===== src/rtl/merge_sort_ascending_int_assert.svh =====
// Assertion macros shared by the merge sort block.
`ifndef MERGE_SORT_ASCENDING_INT_ASSERT_SVH
`define MERGE_SORT_ASCENDING_INT_ASSERT_SVH

// Same-cycle implication, checked on every rising edge outside reset.
`define MSORT_ASSERT_NOW(lbl, ante, cons, msg) \
	lbl: assert property (@(posedge clk) disable iff (!arst_n) (ante) |-> (cons)) \
		else $error(msg);

// Next-cycle implication, checked on every rising edge outside reset.
`define MSORT_ASSERT_NEXT(lbl, ante, cons, msg) \
	lbl: assert property (@(posedge clk) disable iff (!arst_n) (ante) |=> (cons)) \
		else $error(msg);

`endif


===== src/rtl/msort_pkg.sv =====
// Package with the constants, types and state codes of the merge sort block.
package msort_pkg;

	localparam int DEPTH       = 64;
	localparam int VALUE_W     = 32;
	localparam int ADDR_W      = $clog2(DEPTH);
	localparam int CNT_W       = ADDR_W + 1;
	localparam int RANGE_W     = 6;
	localparam int CFG_IDX_W   = 1;
	localparam int QUEUE_DEPTH = 4;
	localparam int QPTR_W      = $clog2(QUEUE_DEPTH);
	localparam int QCNT_W      = QPTR_W + 1;

	localparam logic [CFG_IDX_W-1:0] REG_RANGE_FIRST = 1'b0;
	localparam logic [CFG_IDX_W-1:0] REG_RANGE_LAST  = 1'b1;

	// One classified input beat on its way from the front to the back.
	typedef struct packed {
		logic [VALUE_W-1:0] value;
		logic [ADDR_W-1:0]  addr;
		logic               drop;
		logic               last;
		logic [CNT_W-1:0]   count;
		logic               ovf;
	} msort_entry_t;

	typedef struct packed {
		logic [RANGE_W-1:0] range_first;
		logic [RANGE_W-1:0] range_last;
	} msort_cfg_t;

	typedef struct packed {
		logic               strobe;
		logic [VALUE_W-1:0] value;
		logic               final_res;
		logic               truncated;
	} msort_result_t;

	typedef enum logic [2:0] {
		B_IDLE,
		B_SETUP,
		B_MINIT,
		B_MERGE,
		B_EMIT
	} back_state_t;

endpackage


===== src/rtl/msort_queue.sv =====
// Short queue of classified beats between the front end and the sort engine.
module msort_queue (
	input  logic                    clk,
	input  logic                    arst_n,
	input  logic                    push,
	input  msort_pkg::msort_entry_t entry_in,
	input  logic                    pop,
	output msort_pkg::msort_entry_t head,
	output logic                    not_empty,
	output logic                    full
);

	msort_pkg::msort_entry_t            slots_q [msort_pkg::QUEUE_DEPTH];
	logic [msort_pkg::QPTR_W-1:0]       wr_ptr_q;
	logic [msort_pkg::QPTR_W-1:0]       rd_ptr_q;
	logic [msort_pkg::QCNT_W-1:0]       cnt_q;
	logic                               do_pop;

	assign not_empty = (cnt_q != '0);
	assign full      = (cnt_q == msort_pkg::QCNT_W'(msort_pkg::QUEUE_DEPTH));
	assign head      = slots_q[rd_ptr_q];
	assign do_pop    = pop && not_empty;

	always_ff @(posedge clk) begin
		if (push) begin
			slots_q[wr_ptr_q] <= entry_in;
		end
	end

	always_ff @(posedge clk or negedge arst_n) begin
		if (!arst_n) begin
			wr_ptr_q <= '0;
			rd_ptr_q <= '0;
			cnt_q    <= '0;
		end else begin
			if (push) begin
				wr_ptr_q <= wr_ptr_q + msort_pkg::QPTR_W'(1);
			end
			if (do_pop) begin
				rd_ptr_q <= rd_ptr_q + msort_pkg::QPTR_W'(1);
			end
			if (push && !do_pop) begin
				cnt_q <= cnt_q + msort_pkg::QCNT_W'(1);
			end else if (do_pop && !push) begin
				cnt_q <= cnt_q - msort_pkg::QCNT_W'(1);
			end
		end
	end

endmodule


===== config.mk =====
export PLATFORM = sky130hd
export DESIGN_NAME = msort_queue
export DESIGN_NICKNAME = d
export VERILOG_FILES = /design/src/rtl/merge_sort_ascending_int_assert.svh /design/src/rtl/msort_pkg.sv /design/src/rtl/msort_queue.sv
export SDC_FILE = /design/constraint.sdc
export NUM_CORES = 1
export LEC_CHECK = 0
export BUFFER_PORTS_ARGS = -buffer_cell sky130_fd_sc_hd__buf_2
export CAP_MARGIN = 20
export CORE_MARGIN = 4
export CORE_UTILIZATION = 30
export DETAILED_ROUTE_END_ITERATION = 6
export GPL_TIMING_DRIVEN = 0
export MAX_ROUTING_LAYER = met4
export SLEW_MARGIN = 5
export SYNTH_ARGS = -nofsm -noshare
export SYNTH_HDL_FRONTEND = slang
export SYNTH_SLANG_ARGS = --single-unit
export TNS_END_PERCENT = 100

===== constraint.sdc =====
create_clock -name clk -period 2.39 [get_ports clk]
set_input_delay 0.239 -clock clk [delete_from_list [all_inputs] [get_ports clk]]
set_output_delay 0.239 -clock clk [all_outputs]
set_load 0.01 [all_outputs]

==> flow_summary.yaml <==
critical_path:
  max_stage_delay_ps: 440
  cp_max_fo: 4
  critical_path_buf_inv_count: 1
  start_kind: "flop"
  cp.arrival_ps: 2560
  cpMostUsedCell: "xor2_1"
  path_class: "flop to flop"
  crit_path_start: "cnt_q[0]"
  cpLargestDelayFamily: "simple AND/OR/NAND/NOR gates"
  cp.depth: 8
  rrSetupSlack_ps: 180
  worstPathRequired_ps: 2730
  critPathCapture: "cnt_q[2]"
  timing.rr.end: "cnt_q[2]"
  reg2reg_from: "cnt_q[0]"
  cp-end-kind: "flop"
  crit_chain: "or3_1 > nand2_1 > ha_1 > inv_1 > fa_1 > xor2_1 > nor2_1 > xor2_1"
  crit_path_top_delay_cell: "or3_1"
  rr_worst_depth: 8
sta:
  setup_viol: 0
  slew_viol_final: 0
  fmax_mhz: 452
  worst_slew_pin_slew_ps: 822
  hold_viol: 0
  fin_skew_ps: 4.90
  relSlewSlack_pct: 45.2
  final.period_utilization_pct: 92.6
  rsz0062_at_grt: "false"
  finalCriticalPeriod_ps: 2210
pwr:
  p_sw_share_pct: 28.9
  pwr_density_cell_nw_per_um2: 1230
  pwr-share-comb_pct: 30.0
  power_mw: 11.0
  switching_power_mw: 3.16
  leakage_nw: 3.02
  pwr-share-clk_pct: 26.7
  ir_drop_mv: 0.476
  sequentialPowerShare_pct: 43.3
  intPower_mw: 7.80
min_path:
  hold_path_class: "primary input to flop"
  hold_depth: 1
floorplanning:
  die_height_um: 165
  start_util_pct: 30.4
  fp.coreArea_sq_um: 24200
  core.rowCount: 57
  io_pins: 102
  die_w_um: 165
  die_area_sq_um: 27200
logic_synthesis:
  synthCells: 285
  synth_area_sq_um: 7380
  synth_top_family_by_area: "multiplexers"
  syn-num-nets: 343
  yosysSeqAreaShare_pct: 80.5
  synth-simple-area-share_pct: 0.746
  synth_largest_area_cell: "edfxtp_1"
  ys_ff_latch: 199
  synth_fa_ha_area_share_pct: 1.12
  synth_area_leaders: "edfxtp_1 78%, mux4_2 15%, dfrtp_1 2.4%"
  synth-warning-count: 0
  syn_avg_cell_area_sq_um: 25.9
  synth_cell_types: 20
  synth_compound_area_share_pct: 0.0678
  yosysTopAreaCellShare_pct: 78.1
  yosys-mux-area-fraction_pct: 14.8
  synth_xor_area_share_pct: 0.712
layout:
  nets: 464
  area_growth_pct: 20.8
  multi_input_area_sq_um: 1300
  drive_gt1_share_pct: 46.1
  layout.cell_area.non_filler_sq_um: 8910
  n_fill_cell: 2288
  regArea_sq_um: 5940
clock_tree:
  clk_pin_slew_worst_paths_ps: 70
  clk_path_buf_depth: 2
  cts-buffers-inserted: 17
  cts_root_buffer: "clkbuf_16"
  clock_sinks: 199
  cts_tree: "yes"
  htreeDepth: 4
  clk_latency_ps: 420
place:
  post_dp_cell_area_sq_um: 8300
  portBuffers: 101
  hpwl_um: 8350
  gp_congestion: 0.682
routing:
  drt-vias-per-instance: 4.36
  drt_first_iter_violations: 151
  wl_per_cell_um: 19.0
  drtPass1Iterations: 4
  drc: 0
  ant_nets: 0
  routed_wl_um: 14100
  vias: 3241
grt:
  antenna_found_initial: 1
  grt_start_max_net_pins: 49
  grt_overflow_total: 0
  track_usage_pct: 11.1
  grt_pass1_wl_um: 21300
  grt_pass1_vias: 3668
status:
  status: "finished, final reports clean"
flow_run:
  drv_cap: 0
-- per-layer routing --
metal	global-route usage, %	share of wire, %
met1	12.8	41
met2	19.2	53
met3	3.07	4.9
met4	3.06	0.51
met5	-	0
-- worst min path at each step --
| stage | slack, ps | from | to |
|---|---|---|---|
| final | 30 | entry_in[31] | slots_q[2][31] |
| after global routing | 6 | entry_in[44] | slots_q[3][44] |
| after CTS | 9 | entry_in[10] | slots_q[0][10] |
| after detailed placement | 90 | arst_n | cnt_q[0] |
| after global placement | 80 | arst_n | cnt_q[2] |
| after floorplan | -60 | arst_n | cnt_q[0] |
-- what timing repair did --
action	in CTS	in global routing
hold buffers	1	0
endpoints found under the hold margin	7	0
resized for setup	0	0
buffers inserted	0	0
-- final cells by class --
cell class | instances | share of cell area (%)
Timing Repair Buffer | 102 | 5.78
Sequential cell | 199 | 66.7
Buffer | 11 | 1.56
Tap cell | 324 | 4.55
Antenna cell | 1 | 0.0281
Inverter | 3 | 0.126
Clock buffer | 19 | 4.86
Clock inverter | 13 | 1.87
Multi-Input combinational cell | 72 | 14.6
-- logic make-up after synthesis --
| kind of cell | after synthesis |
|---|---|
| buffers and inverters | 14 |
| and+or+nand+nor | 10 |
| muxes | 49 |
| adders and majority gates | 6 |
| DFF | 199 |
| xor gates and xnor gates | 6 |
| AOI/OAI and AO/OA | 1 |
-- synth_stat cells --
master    count
fa_1          1
nand2_1       2
dfrtp_1       7
mux2_2        1
o21ai_0       1
buf_4         1
xor2_1        3
or3_1         1
mux4_2       48
ha_1          5
buf_12        5
nand3_1       1
and2_1        4
nor2_1        1
buf_6         1
edfxtp_1    192
xnor2_1       3
buf_2         4
nor3b_1       1
inv_1         3
-- power by group through the flow --
stage          registers (mW)  clock network [mW]  logic, mW
2_1_floorplan            4.78                   0       2.21
3_3_place_gp             4.85                   0       3.36
3_5_place_dp             4.84                   0       3.43
4_1_cts                  4.76                3.02       3.44
5_1_grt                  4.81                3.18       3.61
6_report                 4.75                2.93       3.28
-- per-stage QoR --
stage	worst slack (ps)	std cells	hold slack [ps]	util (%)	TNS (ps)
2_1_floorplan	217	285	-56.6	-	0
3_3_place_gp	-918	710	75.5	34.2	-166540
3_5_place_dp	164	710	86.2	34.2	0
4_1_cts	102	743	8.94	36.7	0
5_1_grt	54.2	744	6.03	36.7	0
6_report	176	744	33.6	36.7	0
-- placed cells by master (no fill, tap or decap), drive strengths merged --
master       instances
edfxtp             192
buf                112
mux4                48
clkbuf              19
inv                  8
dfrtp                7
ha                   5
and2                 4
xnor2                3
xor2                 3
clkinvlp             3
bufinv               3
nand2                2
clkinv               2
diode                1
or3                  1
nor3b                1
mux2                 1
o21ai                1
nand3                1
nor2                 1
fa                   1
dlygate4sd3          1
-- sequential cells by signal (all words and copies together), names as in the netlist --
register,cells
cnt_q,3
wr_ptr_q,2
rd_ptr_q,2
slots_q,192
(Power assumes the default switching activity.)
