`src/rtl/merge_sort_ascending_int_assert.svh`:
```
// Assertion macros shared by the merge sort block.
`ifndef MERGE_SORT_ASCENDING_INT_ASSERT_SVH
`define MERGE_SORT_ASCENDING_INT_ASSERT_SVH

// Same-cycle implication, checked on every rising edge outside reset.
`define MSORT_ASSERT_NOW(lbl, ante, cons, msg) \
	lbl: assert property (@(posedge clk) disable iff (!arst_n) (ante) |-> (cons)) \
		else $error(msg);

// Next-cycle implication, checked on every rising edge outside reset.
`define MSORT_ASSERT_NEXT(lbl, ante, cons, msg) \
	lbl: assert property (@(posedge clk) disable iff (!arst_n) (ante) |=> (cons)) \
		else $error(msg);

`endif

```
`src/rtl/msort_pkg.sv`:
```
// Package with the constants, types and state codes of the merge sort block.
package msort_pkg;

	localparam int DEPTH       = 64;
	localparam int VALUE_W     = 32;
	localparam int ADDR_W      = $clog2(DEPTH);
	localparam int CNT_W       = ADDR_W + 1;
	localparam int RANGE_W     = 6;
	localparam int CFG_IDX_W   = 1;
	localparam int QUEUE_DEPTH = 4;
	localparam int QPTR_W      = $clog2(QUEUE_DEPTH);
	localparam int QCNT_W      = QPTR_W + 1;

	localparam logic [CFG_IDX_W-1:0] REG_RANGE_FIRST = 1'b0;
	localparam logic [CFG_IDX_W-1:0] REG_RANGE_LAST  = 1'b1;

	// One classified input beat on its way from the front to the back.
	typedef struct packed {
		logic [VALUE_W-1:0] value;
		logic [ADDR_W-1:0]  addr;
		logic               drop;
		logic               last;
		logic [CNT_W-1:0]   count;
		logic               ovf;
	} msort_entry_t;

	typedef struct packed {
		logic [RANGE_W-1:0] range_first;
		logic [RANGE_W-1:0] range_last;
	} msort_cfg_t;

	typedef struct packed {
		logic               strobe;
		logic [VALUE_W-1:0] value;
		logic               final_res;
		logic               truncated;
	} msort_result_t;

	typedef enum logic [2:0] {
		B_IDLE,
		B_SETUP,
		B_MINIT,
		B_MERGE,
		B_EMIT
	} back_state_t;

endpackage

```
`src/rtl/msort_front.sv`:
```
// Front end: accepts input beats, assigns store positions and flags overflow.
module msort_front (
	input  logic                          clk,
	input  logic                          arst_n,
	input  logic                          start,
	input  logic [msort_pkg::VALUE_W-1:0] value,
	input  logic                          last,
	input  logic                          q_full,
	output logic                          busy,
	output logic                          push,
	output msort_pkg::msort_entry_t       entry
);

	logic [msort_pkg::CNT_W-1:0] cnt_q;
	logic                        ovf_q;
	logic                        drop;

	assign busy = q_full;
	assign push = start && !q_full;
	assign drop = (cnt_q == msort_pkg::CNT_W'(msort_pkg::DEPTH));

	always_comb begin
		entry.value = value;
		entry.addr  = cnt_q[msort_pkg::ADDR_W-1:0];
		entry.drop  = drop;
		entry.last  = last;
		entry.count = drop ? cnt_q : cnt_q + msort_pkg::CNT_W'(1);
		entry.ovf   = ovf_q | drop;
	end

	// A beat marked last closes the load, so the next one starts at position zero.
	always_ff @(posedge clk or negedge arst_n) begin
		if (!arst_n) begin
			cnt_q <= '0;
			ovf_q <= 1'b0;
		end else if (push) begin
			if (last) begin
				cnt_q <= '0;
				ovf_q <= 1'b0;
			end else begin
				cnt_q <= entry.count;
				ovf_q <= entry.ovf;
			end
		end
	end

endmodule

```
`config.mk`:
```
export PLATFORM = sky130hd
export DESIGN_NAME = msort_front
export DESIGN_NICKNAME = d
export VERILOG_FILES = /design/src/rtl/merge_sort_ascending_int_assert.svh /design/src/rtl/msort_pkg.sv /design/src/rtl/msort_front.sv
export SDC_FILE = /design/constraint.sdc
export NUM_CORES = 1
export LEC_CHECK = 0
export BUFFER_PORTS_ARGS = -buffer_cell sky130_fd_sc_hd__buf_4
export CORE_MARGIN = 3
export CORE_UTILIZATION = 36
export DETAILED_ROUTE_END_ITERATION = 10
export PLACE_DENSITY = 0.78
export SETUP_SLACK_MARGIN = 0.05
export SYNTH_ARGS = -nofsm -noshare
export SYNTH_HDL_FRONTEND = slang
export SYNTH_SLANG_ARGS = --single-unit
export TNS_END_PERCENT = 50
```
`constraint.sdc`:
```
create_clock -name clk -period 2.3 [get_ports clk]
set_clock_uncertainty 0.2 [all_clocks]
set_input_delay 0.115 -clock clk [delete_from_list [all_inputs] [get_ports clk]]
set_output_delay 0.115 -clock clk [all_outputs]
set_load 0.1 [all_outputs]
```
==> out/qor.yml, run 1 <==
floorplanning:
  die-height_um: 55.71
  rows: 17
  initial_core_util_pct: 39.09
  dieArea_um2: 3104
  die_width_um: 55.71
  io_pins: 87
  core-area_um2: 2276
layout:
  fin_area_um2: 850.8
  area_delta_synth_final_pct: -4.360
  fillers: 231
  finalNonFillerCells: 113
  drive_gt1_share_pct: 44.71
  nNetsFinal: 126
  antenna_cells: 0
timing:
  setup-violations-final: 0
  post-route-period-util_pct: 95.07
  setup_slack_ps: 113.4
  hold_violations: 0
  worst_pin_slew_ps: 328.1
  hold_ws_ps: 8.847
  max_clock_freq_mhz: 457.3
  fin_crit_ps: 2187
  grt_setup_unrepaired: "yes"
  slew-limit-headroom_pct: 78.05
  slew_viol_final: 0
clock_network:
  htree_levels: 1
  path_clk_slew_ps: 60
  cts_sinks: 8
  cts_setup_buffers: 0
  insertion_delay_ps: 260
  cts_root_buffer: "clkbuf_4"
  cts_buffer_depth: 2
  cts_tree: "done"
  cts_buffers: 3
critical_path:
  cp-end-kind: "output port"
  rrSetupSlack_ps: 540
  worst_setup_path_start_kind: "flop"
  regToRegStartpoint: "cnt_q[0]"
  r2r_end: "cnt_q[6]"
  worstRegToRegCells: 4
  crit_fanout: 9
  path_cells: "inv_1, ha_1, and4bb_4, nand2_4, inv_4, xnor2_2, buf_4"
  setup.worst_path.start: "cnt_q[0]"
  critPathMaxStageDelay_ps: 480
  arrival_ps: 1870
  setup.worst_path.class: "flop to output port"
  cp.required_ps: 1990
  slowest_stage: "dfrtp_2"
pwr:
  p_leak_uw: 0.0003936
  vdd_drop_max_mv: 0.7553
  power.density_nw_per_um2: 1588
  power_uw: 1351
detailed_routing:
  drtAntennaViolNets: 0
  vias: 580
  wl_um: 1891
  drt_pass1_iterations: 4
  first_iter_violations: 17
  viasPerCell: 5.133
  avgRoutedWirePerCell_um: 16.73
  drcViolationCount: 0
place:
  io_buffer_count: 22
  detailed_place_hpwl_um: 1508
  gp_congestion: 0.8156
  place_area_um2: 810.8
  dp_cells: 109
  place_ws_ps: 272.0
global_route:
  grt_pass1_vias: 586
  grt.overflow.total: 0
  grt_first_pass_wirelength_um: 3105
  antenna_found_initial: 0
  grt_usage_pct: 12.60
  grt_max_degree: 11
logic_synthesis:
  synth_cells: 101
  ys_seq_area_share_pct: 22.50
  ys_async_sr_fraction_pct: 100.0
  syn_area_per_cell_um2: 8.808
  synth_flop_cell: "dfrtp_1"
  yosysWarnings: 0
  syn-num-nets: 140
  synth-edff-count: 0
  synth_area_um2: 889.6
  synth.distinct_cells: 31
  ys_seq_elements: 8
min_path:
  hp-class: "input pin to async pin"
run_status:
  outcome: "complete, no violations"
job:
  maxCapViolCount: 0
## how the worst max path moves through the flow
stage / to / slack (ps) / cells past startpoint
after floorplan: cnt_q[3] / -480 / 3
after global placement: entry[7] / 340 / 5
after detailed placement: entry[7] / 270 / 5
after CTS: entry[7] / 70 / 5
after global routing: entry[1] / 20 / 7
final: entry[1] / 110 / 7
## per-stage QoR
stage          utilization (%)  setup TNS [ps]
4_1_cts                  37.11               0
3_3_place_gp             35.62               0
2_1_floorplan                -           -1483
5_1_grt                  37.38               0
3_5_place_dp             35.62               0
6_report                 37.38               0
## cell families after synthesis
logic type	share of synthesized area, %
AO/OA/AOI/OAI	12.24
XOR/XNOR	5.907
adder cells (fa/ha/maj)	2.812
buffers and inverters	38.82
flip-flops	22.50
AND/OR/NAND/NOR	17.72
## final cells by class
type	count	area, um2	area share (%)
multi-input combinational	44	380.4	44.71
sequential	8	201.4	23.68
timing repair buffer	24	186.4	21.91
tap	28	35.03	4.118
inverter	6	25.02	2.941
clock buffer	3	22.52	2.647
## where the power goes
part,switching [uW],leakage [uW],internal (uW)
clock network,51.3,0.0000138,60.0
logic,790,0.000276,225
registers,53.0,0.000103,172
total,894,0.000394,457
## worst max-delay path: cells and delay by family, from the launching register on
family / cells / cell delay, ps
buffers and inverters: 3 / 510
XOR/XNOR: 1 / 110
flip-flops: 1 / 480
adder cells (fa/ha/maj): 1 / 160
AND/OR/NAND/NOR: 2 / 350
## registers in the layout (all words and copies together), names as in the netlist
signal	cells
cnt_q	7
ovf_q	1
## per-layer routing
| metal | vias up | share of wire [%] | global-route usage [%] |
|---|---|---|---|
| met5 | - | 0 | 0 |
| met4 | 0 | 6.6 | 11.46 |
| met3 | 20 | 13 | 5.568 |
| met2 | 32 | 46 | 19.09 |
| met1 | 264 | 34 | 12.90 |
| li1 | 264 | - | - |
## synthesized netlist by cell type (all sizes together), types with 2 or more instances
| cell type | instances | area share, % |
|---|---|---|
| buf | 43 | 36 |
| dfrtp | 8 | 23 |
| ha | 2 | 2.8 |
| inv | 5 | 2.4 |
| nand2 | 4 | 2.5 |
| nand2b | 2 | 1.7 |
| nand3 | 3 | 1.7 |
| nor2 | 7 | 3.0 |
| o21ai | 3 | 1.7 |
| o41ai | 2 | 3.7 |
| xnor2 | 6 | 5.9 |
## layout by cell type, fill, tap and decap left out, drive strengths merged
| cell type | n |
|---|---|
| a221o | 1 |
| a22o | 1 |
| a311o | 1 |
| a31oi | 1 |
| a32o | 1 |
| and3 | 1 |
| and3b | 1 |
| and4 | 1 |
| and4bb | 1 |
| buf | 23 |
| clkbuf | 3 |
| clkinv | 1 |
| dfrtp | 8 |
| dlygate4sd3 | 1 |
| ha | 2 |
| inv | 5 |
| nand2 | 4 |
| nand2b | 2 |
| nand3 | 3 |
| nand3b | 1 |
| nand4b | 1 |
| nor2 | 7 |
| nor2b | 1 |
| nor4b | 1 |
| o21ai | 3 |
| o311ai | 1 |
| o41ai | 2 |
| or2b | 1 |
| xnor2 | 6 |
## timing repair
item                                   4_1_cts  5_1_grt
setup endpoints to repair                    1        2
pin swaps                                    0        0
endpoints found under the hold margin        8        0
hold buffers                                 1        0
resized for setup                            1        2
Power figures use the tool's default switching activity.
==> run 2, diff against run 1 <==
--- a/config.mk
+++ b/config.mk
@@ -8,6 +8,7 @@
 export BUFFER_PORTS_ARGS = -buffer_cell sky130_fd_sc_hd__buf_4
 export CORE_MARGIN = 3
 export CORE_UTILIZATION = 36
+export CTS_BUF_LIST = sky130_fd_sc_hd__clkbuf_16
 export DETAILED_ROUTE_END_ITERATION = 10
 export PLACE_DENSITY = 0.78
 export SETUP_SLACK_MARGIN = 0.05
==> run 2 against run 1 <==
  * Final cell count did not move
  * Sequential cell count did not move
  * Combinational power barely moved
  * Setup slack improved by 30 ps
  * Critical endpoint unchanged
  * Utilization rose by 2.3 points
  * Largest cell class unchanged
  * Count of clock-buffer cells in the layout did not move
  * Critical path depth did not move
==> out/qor.yml, run 2 (synthesis results as in run 1) <==
layout:
  layout_common_cells: "buf_4, nor2_1, dfrtp_1"
  nNetsFinal: 126
  fillers: 224
  layout_commonest_cell: "buf_4"
  largest_reg_flops: 7
  regArea_um2: 201.4
  drive_gt1_share_pct: 44.71
  multi_input_area_um2: 380.4
  antenna_cells: 0
  reg_top3: "cnt_q (7), ovf_q (1)"
  top_register: "cnt_q"
  area_delta_synth_final_pct: 1.547
critical_path:
  setup.worst_path.class: "flop to output port"
  arrival_ps: 1840
  crit_fanout: 9
  cp.required_ps: 1990
  worst_setup_path_start_kind: "flop"
  cp-end-kind: "output port"
detailed_routing:
  drtAntennaViolNets: 0
  drcViolationCount: 0
  viasPerCell: 5.168
  vias: 584
  avgRoutedWirePerCell_um: 16.75
  wl_um: 1893
  first_iter_violations: 12
  drt_pass1_iterations: 4
timing:
  post-route-period-util_pct: 93.75
  hold_violations: 0
  slew-limit-headroom_pct: 77.89
  worst_pin_slew_ps: 330.4
  grt_setup_unrepaired: "no"
  hold_ws_ps: 30.04
  setup-violations-final: 0
  finalSetupTns_ps: 0
  fin_crit_ps: 2156
  slew_viol_final: 0
  max_clock_freq_mhz: 463.8
clock_network:
  cts_tree: "done"
  cts_root_buffer: "clkbuf_16"
  cts_setup_buffers: 0
  cts_buffer_depth: 2
  path_clk_slew_ps: 40
  insertion_delay_ps: 230
  htree_levels: 1
  cts_buffers: 3
  cts_sinks: 8
global_route:
  grt_pass1_vias: 591
  antenna_found_initial: 0
  grt_usage_pct: 12.74
  grt.overflow.total: 0
  grt_max_degree: 11
  grt_first_pass_wirelength_um: 3125
floorplanning:
  io_pins: 87
  initial_core_util_pct: 39.09
  die-height_um: 55.71
  die_width_um: 55.71
  dieArea_um2: 3104
  core-area_um2: 2276
  rows: 17
job:
  maxCapViolCount: 0
place:
  gp_congestion: 0.8156
  io_buffer_count: 22
  detailed_place_hpwl_um: 1508
min_path:
  hp-class: "input pin to output port"
pwr:
  power.density_nw_per_um2: 1694
  vdd_drop_max_mv: 0.7652
  p_leak_uw: 0.0004168
run_status:
  outcome: "complete, no violations"
run 2: worst max-delay path, cell delays in order (launching register included):
cell	delay [ps]
dfrtp_2	470
inv_1	90
ha_1	160
and4bb_4	280
nand2_4	70
inv_4	120
xnor2_2	110
buf_4	300
run 2: final timing paths:
| path | start | endpoint | slack, ps | cells past startpoint |
|---|---|---|---|---|
| max in group asynchronous | arst_n | cnt_q[0] | 1710 | 2 |
| worst min-delay path | value[1] | entry[17] | 30 | 0 |
| worst max-delay path | cnt_q[0] | entry[1] | 140 | 7 |
| min in group asynchronous | arst_n | cnt_q[5] | 40 | 2 |
| worst min register to register | ovf_q | ovf_q | 310 | 2 |
| worst max register to register | cnt_q[0] | cnt_q[6] | 520 | 4 |
run 2: timing repair:
action	in CTS	in global routing
hold endpoints to repair	8	0
setup endpoints to repair	1	1
hold buffers	1	0
resized for setup	1	2
run 2: metal layers:
| metal | global-route usage, % | vias up | part of all wire (%) | wire length, um |
|---|---|---|---|---|
| li1 | - | 264 | - | - |
| met1 | 13.04 | 272 | 34 | 643 |
| met2 | 19.43 | 30 | 46 | 878 |
| met3 | 6.265 | 18 | 13 | 244 |
| met4 | 10.42 | 0 | 6.6 | 125 |
| met5 | 0 | - | 0 | 0 |
run 2: power by group:
part	switching [uW]	internal (uW)	total (uW)
sequential	52.2	173	225
clock	67.3	224	291
combinational	789	225	1010
run 2: area by class of cell:
cell class	instances	area share [%]
Inverter	6	2.770
Sequential cell	8	22.30
Multi-Input combinational cell	44	42.11
Timing Repair Buffer	24	20.64
Tap cell	28	3.878
Clock buffer	3	8.310
run 2: stage by stage:
step                total power (uW)  worst slack, ps  area (um2)  util, %  instances
finish                          1531            143.7       903.4    39.69        113
detailed placement              1239            272.0       810.8    35.62        109
global placement                1231            340.2       810.8    35.62        109
global route                    1596            57.87       903.4    39.69        113
CTS                             1542            102.6       897.1    39.42        113
floorplan                       1365           -481.6       923.4        -        101
